`src/rtl/bac_pkg.sv`:
```
// Shared constants and register indexes for the battery activation controller.
`default_nettype none

package bac_pkg;

    // Slot count default and field widths
    localparam int SLOT_COUNT_DEF = 4;
    localparam int SLOT_IDX_W     = 2;
    localparam int VOLT_W         = 12;
    localparam int CUR_W          = 16;
    localparam int TIME_W         = 32;
    localparam int MA_W           = 8;
    localparam int THRESH_W       = 10;
    localparam int GAIN_W         = 16;
    localparam int OFFSET_W       = 16;
    localparam int DAC_CODE_W     = 11;
    localparam int PHASE_W        = 2;

    // Configuration port
    localparam int CFG_IDX_W  = 3;
    localparam int CFG_DATA_W = 32;

    localparam logic [CFG_IDX_W-1:0] CFG_ACT_CURRENT  = 3'd0;
    localparam logic [CFG_IDX_W-1:0] CFG_ACT_DURATION = 3'd1;
    localparam logic [CFG_IDX_W-1:0] CFG_RED_THRESH   = 3'd2;
    localparam logic [CFG_IDX_W-1:0] CFG_DAC_GAIN     = 3'd3;
    localparam logic [CFG_IDX_W-1:0] CFG_DAC_OFFSET   = 3'd4;

    // Register reset values
    localparam logic [TIME_W-1:0] DURATION_RST = 32'd10000;
    localparam logic [GAIN_W-1:0] GAIN_RST     = 16'd1690;

    // Voltage limits for slot presence
    localparam logic [VOLT_W-1:0] VOLT_PRESENT = 12'd300;
    localparam logic [VOLT_W-1:0] VOLT_REMOVED = 12'd100;

    // Red lamp threshold scale
    localparam int RED_LIMIT_W = 17;
    localparam logic [RED_LIMIT_W-1:0] RED_SCALE = 17'd100;

    // DAC calibration: q = gain*mA + offset + 50, code = q/100 saturated
    localparam int Q_W = 26;
    localparam logic signed [Q_W-1:0] DAC_ROUND = 26'sd50;
    localparam logic signed [Q_W-1:0] DAC_SAT_Q = 26'sd204800;
    // q/100 as (q * ceil(2^25/100)) >> 25, exact for q below 204800
    localparam int DAC_QN_W    = 18;
    localparam int DAC_RECIP_W = 19;
    localparam int DAC_SHIFT   = 25;
    localparam logic [DAC_RECIP_W-1:0] DAC_RECIP = 19'd335545;
    localparam logic [DAC_CODE_W-1:0]  DAC_CODE_MAX = 11'd2047;

endpackage

`default_nettype wire

```
`src/rtl/bac_dac.sv`:
```
// DAC calibration: registered line value and rounded, saturated source code.
`default_nettype none

module bac_dac
(
    input  wire logic                                 clk,
    input  wire logic [bac_pkg::MA_W-1:0]             act_ma,
    input  wire logic [bac_pkg::GAIN_W-1:0]           dac_gain,
    input  wire logic signed [bac_pkg::OFFSET_W-1:0]  dac_offset,
    output logic      [bac_pkg::DAC_CODE_W-1:0]       act_code
);
    import bac_pkg::*;

    logic [GAIN_W+MA_W-1:0]            slope_prod;
    logic signed [Q_W-1:0]             q_next;
    logic signed [Q_W-1:0]             q_reg;
    logic [DAC_QN_W+DAC_RECIP_W-1:0]   scaled;

    // Form the calibrated line value from the configuration
    always_comb
    begin
        slope_prod = dac_gain * act_ma;
        q_next     = signed'({2'b00, slope_prod})
                   + Q_W'(dac_offset) + DAC_ROUND;
    end

    // Hold the line value; it follows the configuration in the next cycle
    always_ff @(posedge clk)
    begin
        q_reg <= q_next;
    end

    // Divide by 100 through the reciprocal and saturate; zero for no current or negative q
    always_comb
    begin
        scaled = q_reg[DAC_QN_W-1:0] * DAC_RECIP;
        if (act_ma == '0 || q_reg < 0)
        begin
            act_code = '0;
        end
        else if (q_reg >= DAC_SAT_Q)
        begin
            act_code = DAC_CODE_MAX;
        end
        else
        begin
            act_code = scaled[DAC_SHIFT +: DAC_CODE_W];
        end
    end

endmodule

`default_nettype wire

```
`src/rtl/battery_activation_controller.sv`:
```
// Top level: slot phase machines, shared source control and lamp/DAC results.
//
//  channel  | handshake            | payload
//  ---------+----------------------+---------------------------------------------
//  in       | in_valid / in_stall  | slot_index, voltage, current, now
//  out      | out_valid / out_stall| slot_echo, red_lit, yellow_lit, green_lit,
//           |                      | dac_write, dac_code, new_phase
//  cfg      | cfg_valid / cfg_ready| cfg_index, cfg_data (cfg_ready always high)
//
//  One item per cycle while out_stall is low; an accepted item loads the input
//  register, then its slot update is loaded into the result register.
//  Slot state is read and written in the single update stage, so back-to-back
//  items on the same slot see each other's effects.
//  Reset clears all slot phases, elapsed and mark times and the source pause.
//  A stalled result holds; one more item waits in the input register.
`default_nettype none

module battery_activation_controller
#(
    parameter int SLOT_COUNT = bac_pkg::SLOT_COUNT_DEF
)
(
    input  wire logic                              clk,
    input  wire logic                              rst_n,
    // item input
    input  wire logic                              in_valid,
    output logic                                   in_stall,
    input  wire logic [bac_pkg::SLOT_IDX_W-1:0]    slot_index,
    input  wire logic [bac_pkg::VOLT_W-1:0]        voltage,
    input  wire logic [bac_pkg::CUR_W-1:0]         current,
    input  wire logic [bac_pkg::TIME_W-1:0]        now,
    // result output
    output logic                                   out_valid,
    input  wire logic                              out_stall,
    output logic [bac_pkg::SLOT_IDX_W-1:0]         slot_echo,
    output logic                                   red_lit,
    output logic                                   yellow_lit,
    output logic                                   green_lit,
    output logic                                   dac_write,
    output logic [bac_pkg::DAC_CODE_W-1:0]         dac_code,
    output logic [bac_pkg::PHASE_W-1:0]            new_phase,
    // configuration writes
    input  wire logic                              cfg_valid,
    output logic                                   cfg_ready,
    input  wire logic [bac_pkg::CFG_IDX_W-1:0]     cfg_index,
    input  wire logic [bac_pkg::CFG_DATA_W-1:0]    cfg_data
);
    import bac_pkg::*;

    typedef enum logic [PHASE_W-1:0] {
        PH_EMPTY  = 2'd0,
        PH_ACTIVE = 2'd1,
        PH_PAUSED = 2'd2,
        PH_DONE   = 2'd3
    } phase_t;

    // Configuration registers
    logic [MA_W-1:0]            act_ma_reg;
    logic [TIME_W-1:0]          duration_reg;
    logic [THRESH_W-1:0]        red_thresh_reg;
    logic [GAIN_W-1:0]          gain_reg;
    logic signed [OFFSET_W-1:0] offset_reg;
    logic [RED_LIMIT_W-1:0]     red_limit_reg;
    logic [DAC_CODE_W-1:0]      act_code;

    // Input register
    logic                       in_valid_reg;
    logic [SLOT_IDX_W-1:0]      slot_reg;
    logic [VOLT_W-1:0]          volt_reg;
    logic [CUR_W-1:0]           cur_reg;
    logic [TIME_W-1:0]          now_reg;

    // Slot state
    phase_t                     phase_reg [SLOT_COUNT];
    logic [TIME_W-1:0]          elapsed_reg [SLOT_COUNT];
    logic [TIME_W-1:0]          mark_reg [SLOT_COUNT];
    logic                       source_paused_reg;

    // Result register
    logic                       out_valid_reg;
    logic [SLOT_IDX_W-1:0]      slot_echo_reg;
    logic                       red_reg;
    logic                       yel_reg;
    logic                       grn_reg;
    logic                       wr_reg;
    logic [DAC_CODE_W-1:0]      code_reg;
    phase_t                     phase_out_reg;

    // Update stage
    logic                       advance;
    logic                       fire;
    logic                       in_range;
    logic                       any_done;
    logic                       any_busy;
    phase_t                     ph_cur;
    logic [TIME_W-1:0]          el_cur;
    logic [TIME_W-1:0]          mk_cur;
    phase_t                     phase_next;
    logic [TIME_W-1:0]          elapsed_next;
    logic [TIME_W-1:0]          mark_next;
    logic                       source_paused_next;
    logic [TIME_W:0]            el_sum;
    logic                       blink;
    logic                       red_next;
    logic                       yel_next;
    logic                       grn_next;
    logic                       wr_next;
    logic [DAC_CODE_W-1:0]      code_next;

    // Handshake control
    assign cfg_ready = 1'b1;
    assign advance   = !out_valid_reg || !out_stall;
    assign fire      = in_valid_reg && advance;
    assign in_stall  = in_valid_reg && !advance;

    // Write configuration registers
    always_ff @(posedge clk or negedge rst_n)
    begin
        if (!rst_n)
        begin
            act_ma_reg     <= '0;
            duration_reg   <= DURATION_RST;
            red_thresh_reg <= '0;
            gain_reg       <= GAIN_RST;
            offset_reg     <= '0;
        end
        else if (cfg_valid && cfg_ready)
        begin
            case (cfg_index)
                CFG_ACT_CURRENT:  act_ma_reg     <= cfg_data[MA_W-1:0];
                CFG_ACT_DURATION: duration_reg   <= cfg_data[TIME_W-1:0];
                CFG_RED_THRESH:   red_thresh_reg <= cfg_data[THRESH_W-1:0];
                CFG_DAC_GAIN:     gain_reg       <= cfg_data[GAIN_W-1:0];
                CFG_DAC_OFFSET:   offset_reg     <= signed'(cfg_data[OFFSET_W-1:0]);
                default:          ;
            endcase
        end
    end

    // Scale the red threshold into a registered limit
    always_ff @(posedge clk)
    begin
        red_limit_reg <= RED_LIMIT_W'(red_thresh_reg) * RED_SCALE;
    end

    // Source code for the activation current
    bac_dac u_dac
    (
        .clk        (clk),
        .act_ma     (act_ma_reg),
        .dac_gain   (gain_reg),
        .dac_offset (offset_reg),
        .act_code   (act_code)
    );

    // Capture an accepted item
    always_ff @(posedge clk or negedge rst_n)
    begin
        if (!rst_n)
        begin
            in_valid_reg <= 1'b0;
        end
        else if (in_valid && !in_stall)
        begin
            in_valid_reg <= 1'b1;
        end
        else if (fire)
        begin
            in_valid_reg <= 1'b0;
        end
    end

    always_ff @(posedge clk)
    begin
        if (in_valid && !in_stall)
        begin
            slot_reg <= slot_index;
            volt_reg <= voltage;
            cur_reg  <= current;
            now_reg  <= now;
        end
    end

    // Select the addressed slot and summarize all slots
    always_comb
    begin
        in_range = int'(slot_reg) < SLOT_COUNT;
        ph_cur   = PH_EMPTY;
        el_cur   = '0;
        mk_cur   = '0;
        any_done = 1'b0;
        any_busy = 1'b0;
        for (int k = 0; k < SLOT_COUNT; k++)
        begin
            if (int'(slot_reg) == k)
            begin
                ph_cur = phase_reg[k];
                el_cur = elapsed_reg[k];
                mk_cur = mark_reg[k];
            end
            if (phase_reg[k] == PH_DONE)
            begin
                any_done = 1'b1;
            end
            if (phase_reg[k] != PH_EMPTY)
            begin
                any_busy = 1'b1;
            end
        end
    end

    // Advance the addressed slot's phase machine
    always_comb
    begin
        blink              = ~now_reg[2];
        red_next           = {1'b0, cur_reg} > red_limit_reg;
        yel_next           = 1'b0;
        grn_next           = 1'b0;
        wr_next            = 1'b0;
        code_next          = '0;
        phase_next         = ph_cur;
        elapsed_next       = el_cur;
        mark_next          = mk_cur;
        source_paused_next = source_paused_reg;
        el_sum             = {1'b0, el_cur} + {1'b0, now_reg - mk_cur};

        // Restore the source once no slot is done
        if (source_paused_reg && !any_done)
        begin
            wr_next            = 1'b1;
            code_next          = act_code;
            source_paused_next = 1'b0;
        end

        case (ph_cur)
            PH_EMPTY:
            begin
                if (!any_busy)
                begin
                    source_paused_next = 1'b0;
                end
                if (volt_reg > VOLT_PRESENT)
                begin
                    elapsed_next = '0;
                    if (source_paused_next)
                    begin
                        phase_next = PH_PAUSED;
                        mark_next  = '0;
                    end
                    else
                    begin
                        phase_next = PH_ACTIVE;
                        mark_next  = now_reg;
                        wr_next    = 1'b1;
                        code_next  = act_code;
                    end
                end
            end
            PH_ACTIVE:
            begin
                yel_next     = 1'b1;
                elapsed_next = el_sum[TIME_W] ? '1 : el_sum[TIME_W-1:0];
                mark_next    = now_reg;
                if (elapsed_next >= duration_reg)
                begin
                    phase_next         = PH_DONE;
                    wr_next            = 1'b1;
                    code_next          = '0;
                    source_paused_next = 1'b1;
                end
                else if (source_paused_next)
                begin
                    yel_next   = blink;
                    mark_next  = '0;
                    phase_next = PH_PAUSED;
                end
                else if (volt_reg < VOLT_PRESENT)
                begin
                    elapsed_next = '0;
                    phase_next   = PH_EMPTY;
                    mark_next    = '0;
                end
            end
            PH_PAUSED:
            begin
                yel_next = blink;
                if (volt_reg < VOLT_PRESENT)
                begin
                    elapsed_next = '0;
                    phase_next   = PH_EMPTY;
                    mark_next    = '0;
                end
                else if (!source_paused_next)
                begin
                    phase_next = PH_ACTIVE;
                    mark_next  = now_reg;
                end
            end
            default:
            begin
                // done: green stays lit until the battery is pulled
                grn_next = 1'b1;
                if (volt_reg < VOLT_REMOVED)
                begin
                    phase_next = PH_EMPTY;
                end
            end
        endcase
    end

    // Commit slot state for an in-range item
    always_ff @(posedge clk or negedge rst_n)
    begin
        if (!rst_n)
        begin
            for (int k = 0; k < SLOT_COUNT; k++)
            begin
                phase_reg[k]   <= PH_EMPTY;
                elapsed_reg[k] <= '0;
                mark_reg[k]    <= '0;
            end
            source_paused_reg <= 1'b0;
        end
        else if (fire && in_range)
        begin
            for (int k = 0; k < SLOT_COUNT; k++)
            begin
                if (int'(slot_reg) == k)
                begin
                    phase_reg[k]   <= phase_next;
                    elapsed_reg[k] <= elapsed_next;
                    mark_reg[k]    <= mark_next;
                end
            end
            source_paused_reg <= source_paused_next;
        end
    end

    // Load the result register; drop it once taken
    always_ff @(posedge clk or negedge rst_n)
    begin
        if (!rst_n)
        begin
            out_valid_reg <= 1'b0;
        end
        else if (advance)
        begin
            out_valid_reg <= in_valid_reg;
        end
    end

    always_ff @(posedge clk)
    begin
        if (fire)
        begin
            slot_echo_reg <= slot_reg;
            red_reg       <= in_range && red_next;
            yel_reg       <= in_range && yel_next;
            grn_reg       <= in_range && grn_next;
            wr_reg        <= in_range && wr_next;
            code_reg      <= (in_range && wr_next) ? code_next : '0;
            phase_out_reg <= in_range ? phase_next : PH_EMPTY;
        end
    end

    assign out_valid  = out_valid_reg;
    assign slot_echo  = slot_echo_reg;
    assign red_lit    = red_reg;
    assign yellow_lit = yel_reg;
    assign green_lit  = grn_reg;
    assign dac_write  = wr_reg;
    assign dac_code   = code_reg;
    assign new_phase  = phase_out_reg;

    // Slot 0 in the done phase always has the source paused
    assert property (@(posedge clk) disable iff (!rst_n)
        (phase_reg[0] == PH_DONE) |-> source_paused_reg)
        else $error("slot done while source not paused");

    // No code without a DAC write
    assert property (@(posedge clk) disable iff (!rst_n)
        (out_valid && !dac_write) |-> (dac_code == '0))
        else $error("dac_code set without dac_write");

    // A write in the done phase can only be the cut to zero
    assert property (@(posedge clk) disable iff (!rst_n)
        (out_valid && dac_write && new_phase == PH_DONE) |-> (dac_code == '0))
        else $error("nonzero code on slot completion");

    // Ignored slots report nothing
    assert property (@(posedge clk) disable iff (!rst_n)
        (out_valid && int'(slot_echo) >= SLOT_COUNT)
            |-> (!dac_write && new_phase == PH_EMPTY && !red_lit))
        else $error("out-of-range slot produced a result");

endmodule

`default_nettype wire
```
`config.mk`:
```
export PLATFORM = sky130hd
export DESIGN_NAME = battery_activation_controller
export DESIGN_NICKNAME = d
export VERILOG_FILES = /design/src/rtl/bac_pkg.sv /design/src/rtl/bac_dac.sv /design/src/rtl/battery_activation_controller.sv
export SDC_FILE = /design/constraint.sdc
export NUM_CORES = 2
export LEC_CHECK = 0
export BUFFER_PORTS_ARGS = -buffer_cell sky130_fd_sc_hd__buf_4
export CORE_ASPECT_RATIO = 1.75
export CORE_UTILIZATION = 56
export DETAILED_ROUTE_END_ITERATION = 7
export GPL_TIMING_DRIVEN = 0
export PLACE_DENSITY = 0.73
export REMOVE_ABC_BUFFERS = 1
export SYNTH_ARGS = -nofsm -noshare
export SYNTH_HDL_FRONTEND = slang
export SYNTH_SLANG_ARGS = --single-unit
```
`constraint.sdc`:
```
create_clock -name clk -period 10.09 [get_ports clk]
set_input_delay 0.5045 -clock clk [delete_from_list [all_inputs] [get_ports clk]]
set_output_delay 0.5045 -clock clk [all_outputs]
set_load 0.02 [all_outputs]
```
==> results.cfg <==
[run_status]
status = finished, final reports clean

[drt]
routed.top_layer = met4
met2WireLength_mm = 46.4
wl_met1_mm = 29.0
postRouteAntennaNets = 0
viasPerCell = 5.77
drt_wl_total_mm = 82.4
drt_iter0_markers = 1016
vias = 25100
dr.pass1.iters = 5
met3_length_mm = 2.55
avgRoutedWirePerCell_um = 19.0
drc = 0

[floorplan]
fp.dieH_um = 334
die-area_um2 = 63900
io_pins = 124
die_w_um = 191
core_um2 = 62200
rows = 121
initial_utilization = 0.566

[critical_path]
crit_top_cell = buf_16
end_kind = flip-flop
critPathMaxFanout = 12
criticalPathCategory = reg2reg
slowest_delay_ns = 0.71
worstPathArrival_ns = 10.18
cpMaxStageDelayCell = or4b_2
crit_family = compound AO/OA/AOI/OAI gates
start_kind = flip-flop
critPathRequiredTime_ns = 10.62
critPathBufInv = 8

[clock_network]
cts_buffer_depth = 3
cts_tree = built
insertion_delay_ns = 0.63
clock_sinks = 471
cts_buffers = 46
clkTransAtPathRegs_ns = 0.06
cts-root-buf = clkbuf_16
cts-htree-levels = 2

[global_routing]
grt_overflow = 0
first_global_vias = 27300
antenna_found_initial = 0
grt_max_degree = 111
grt.total_usage = 0.272
grt_pass1_wl_mm = 136

[finish]
area_growth_pct = 11.1
final_util = 0.628
layout_common_cells = inv_1 (436), ha_1 (394), nand2_1 (371)
antenna_cells = 0
drive_gt1_frac = 0.138
post-route-cell-area_um2 = 39100
final-instance-count-excl-fill = 4346
nets = 4214
final_common_cell = inv_1

[synthesis]
synth_compound_gate_area_share = 0.146
synth_area_um2 = 35200
yosys_warnings = 0
yosysUniqueCellTypes = 84
synth_edf_count = 81
synthSimpleGateAreaFrac = 0.0993
postSynth.asyncResetShare = 0.741
ys.flop_type = dfrtp_1
synthAdderAreaFrac = 0.259
ys_seq_elements = 471
synth_top_family_by_area = adder cells
synth_xor_xnor_area_share = 0.0284
synth_mux_area_frac = 0.0630
yosysSeqAreaShare = 0.341
syn_inst = 3411
synth.avg_cell_area_um2 = 10.3

[timing]
relSlewSlack = 0.0976
finalSetupViolCount = 0
maxSlewViolCount = 0
hold_slack_ns = 0.0558
tightest_slew_ns = 1.35
fmax_mhz = 104
rsz0062_at_grt = no
finalCritPeriodShare = 0.956
period_minus_slack_ns = 9.65
fin_skew_ns = 0.0182
hold_viol = 0

[hold_path]
hp-class = in2reg

[flow_run]
cap_violations = 0

[placement]
post-dp-hpwl_mm = 65.0
dp.cells = 4252
io_buffers = 122
gp_congestion = 0.938
dpl_cell_area_um2 = 37600
==> cells by family after synthesis <==
family	count (synthesis)
adder cells (fa/ha/maj)	603
XOR/XNOR	114
AND/OR/NAND/NOR	763
multiplexers	131
AO/OA/AOI/OAI	763
buffers and inverters	565
other	1
flip-flops	471
==> through the flow <==
stage / TNS (ns) / worst slack (ns)
2_1_floorplan: -434.45 / -2.49
3_3_place_gp: -1975.64 / -8.68
3_5_place_dp: -0.00409 / -0.00409
4_1_cts: 0 / 0.220
5_1_grt: 0 / 0.00573
6_report: 0 / 0.445
==> repair_timing <==
item	4_1_cts	5_1_grt
hold endpoints to repair	76	0
buffers inserted	4	3
hold buffers	1	0
resized for setup	1	2
pin swaps	1	0
setup endpoints to repair	28	28
==> cells in the mapped netlist, drive strengths merged, types with 22 or more instances <==
| master | instances | area share |
|---|---|---|
| mux4 | 66 | 0.042 |
| xnor2 | 80 | 0.020 |
| nand4 | 22 | 0.0039 |
| mux2 | 64 | 0.020 |
| nor3 | 26 | 0.0037 |
| clkbuf | 102 | 0.011 |
| a22oi | 63 | 0.025 |
| a21o | 47 | 0.010 |
| nand2 | 373 | 0.040 |
| a21oi | 196 | 0.031 |
| xor2 | 34 | 0.0085 |
| o21ai | 298 | 0.043 |
| o21a | 31 | 0.0066 |
| nor2 | 128 | 0.014 |
| ha | 394 | 0.14 |
| dfrtp | 338 | 0.24 |
| inv | 436 | 0.047 |
| buf | 27 | 0.0051 |
| nand3 | 38 | 0.0054 |
| fa | 209 | 0.12 |
| edfxtp | 81 | 0.069 |
| dfxtp | 41 | 0.023 |
| o21bai | 26 | 0.0055 |
| and2 | 64 | 0.011 |
==> worst reg2reg max path: cells and delay by family (launching register included) <==
kind / cells / cell delay, ns
AND/OR/NAND/NOR: 8 / 2.43
multiplexers: 1 / 0.57
adder cells (fa/ha/maj): 3 / 1.00
AO/OA/AOI/OAI: 14 / 3.25
XOR/XNOR: 1 / 0.30
flip-flops: 1 / 0.56
buffers and inverters: 8 / 1.44
==> routing by layer <==
metal | global-route usage | vias to the layer above
met1 | 0.274 | 12400
met4 | 0.142 | 0
met3 | 0.0318 | 241
li1 | - | 11900
met5 | 0 | -
met2 | 0.530 | 500
==> cell type report <==
class | count | area [um^2]
Fill cell | 5012 | 23100
Multi-Input combinational cell | 2375 | 21100
Sequential cell | 471 | 12000
Timing Repair Buffer | 179 | 1910
Inverter | 436 | 1640
Clock buffer | 66 | 1260
Tap cell | 799 | 1000
Clock inverter | 20 | 210
==> final timing paths <==
path	startpoint	to	slack, ns	cells past startpoint
min in group asynchronous	rst_n	gain_reg[15]	0.44	2
setup / recovery	slot_reg[0]	mark_reg[27]	0.44	35
hold / removal	now[13]	now_reg[13]	0.06	1
setup reg to reg	slot_reg[0]	mark_reg[27]	0.44	35
max in group asynchronous	rst_n	mark_reg[72]	8.32	4
hold reg to reg	red_thresh_reg[2]	red_limit_reg[4]	0.43	0
Power is not shown: default switching activity piles up to over one toggle a cycle in this logic, so the estimate is an artifact.
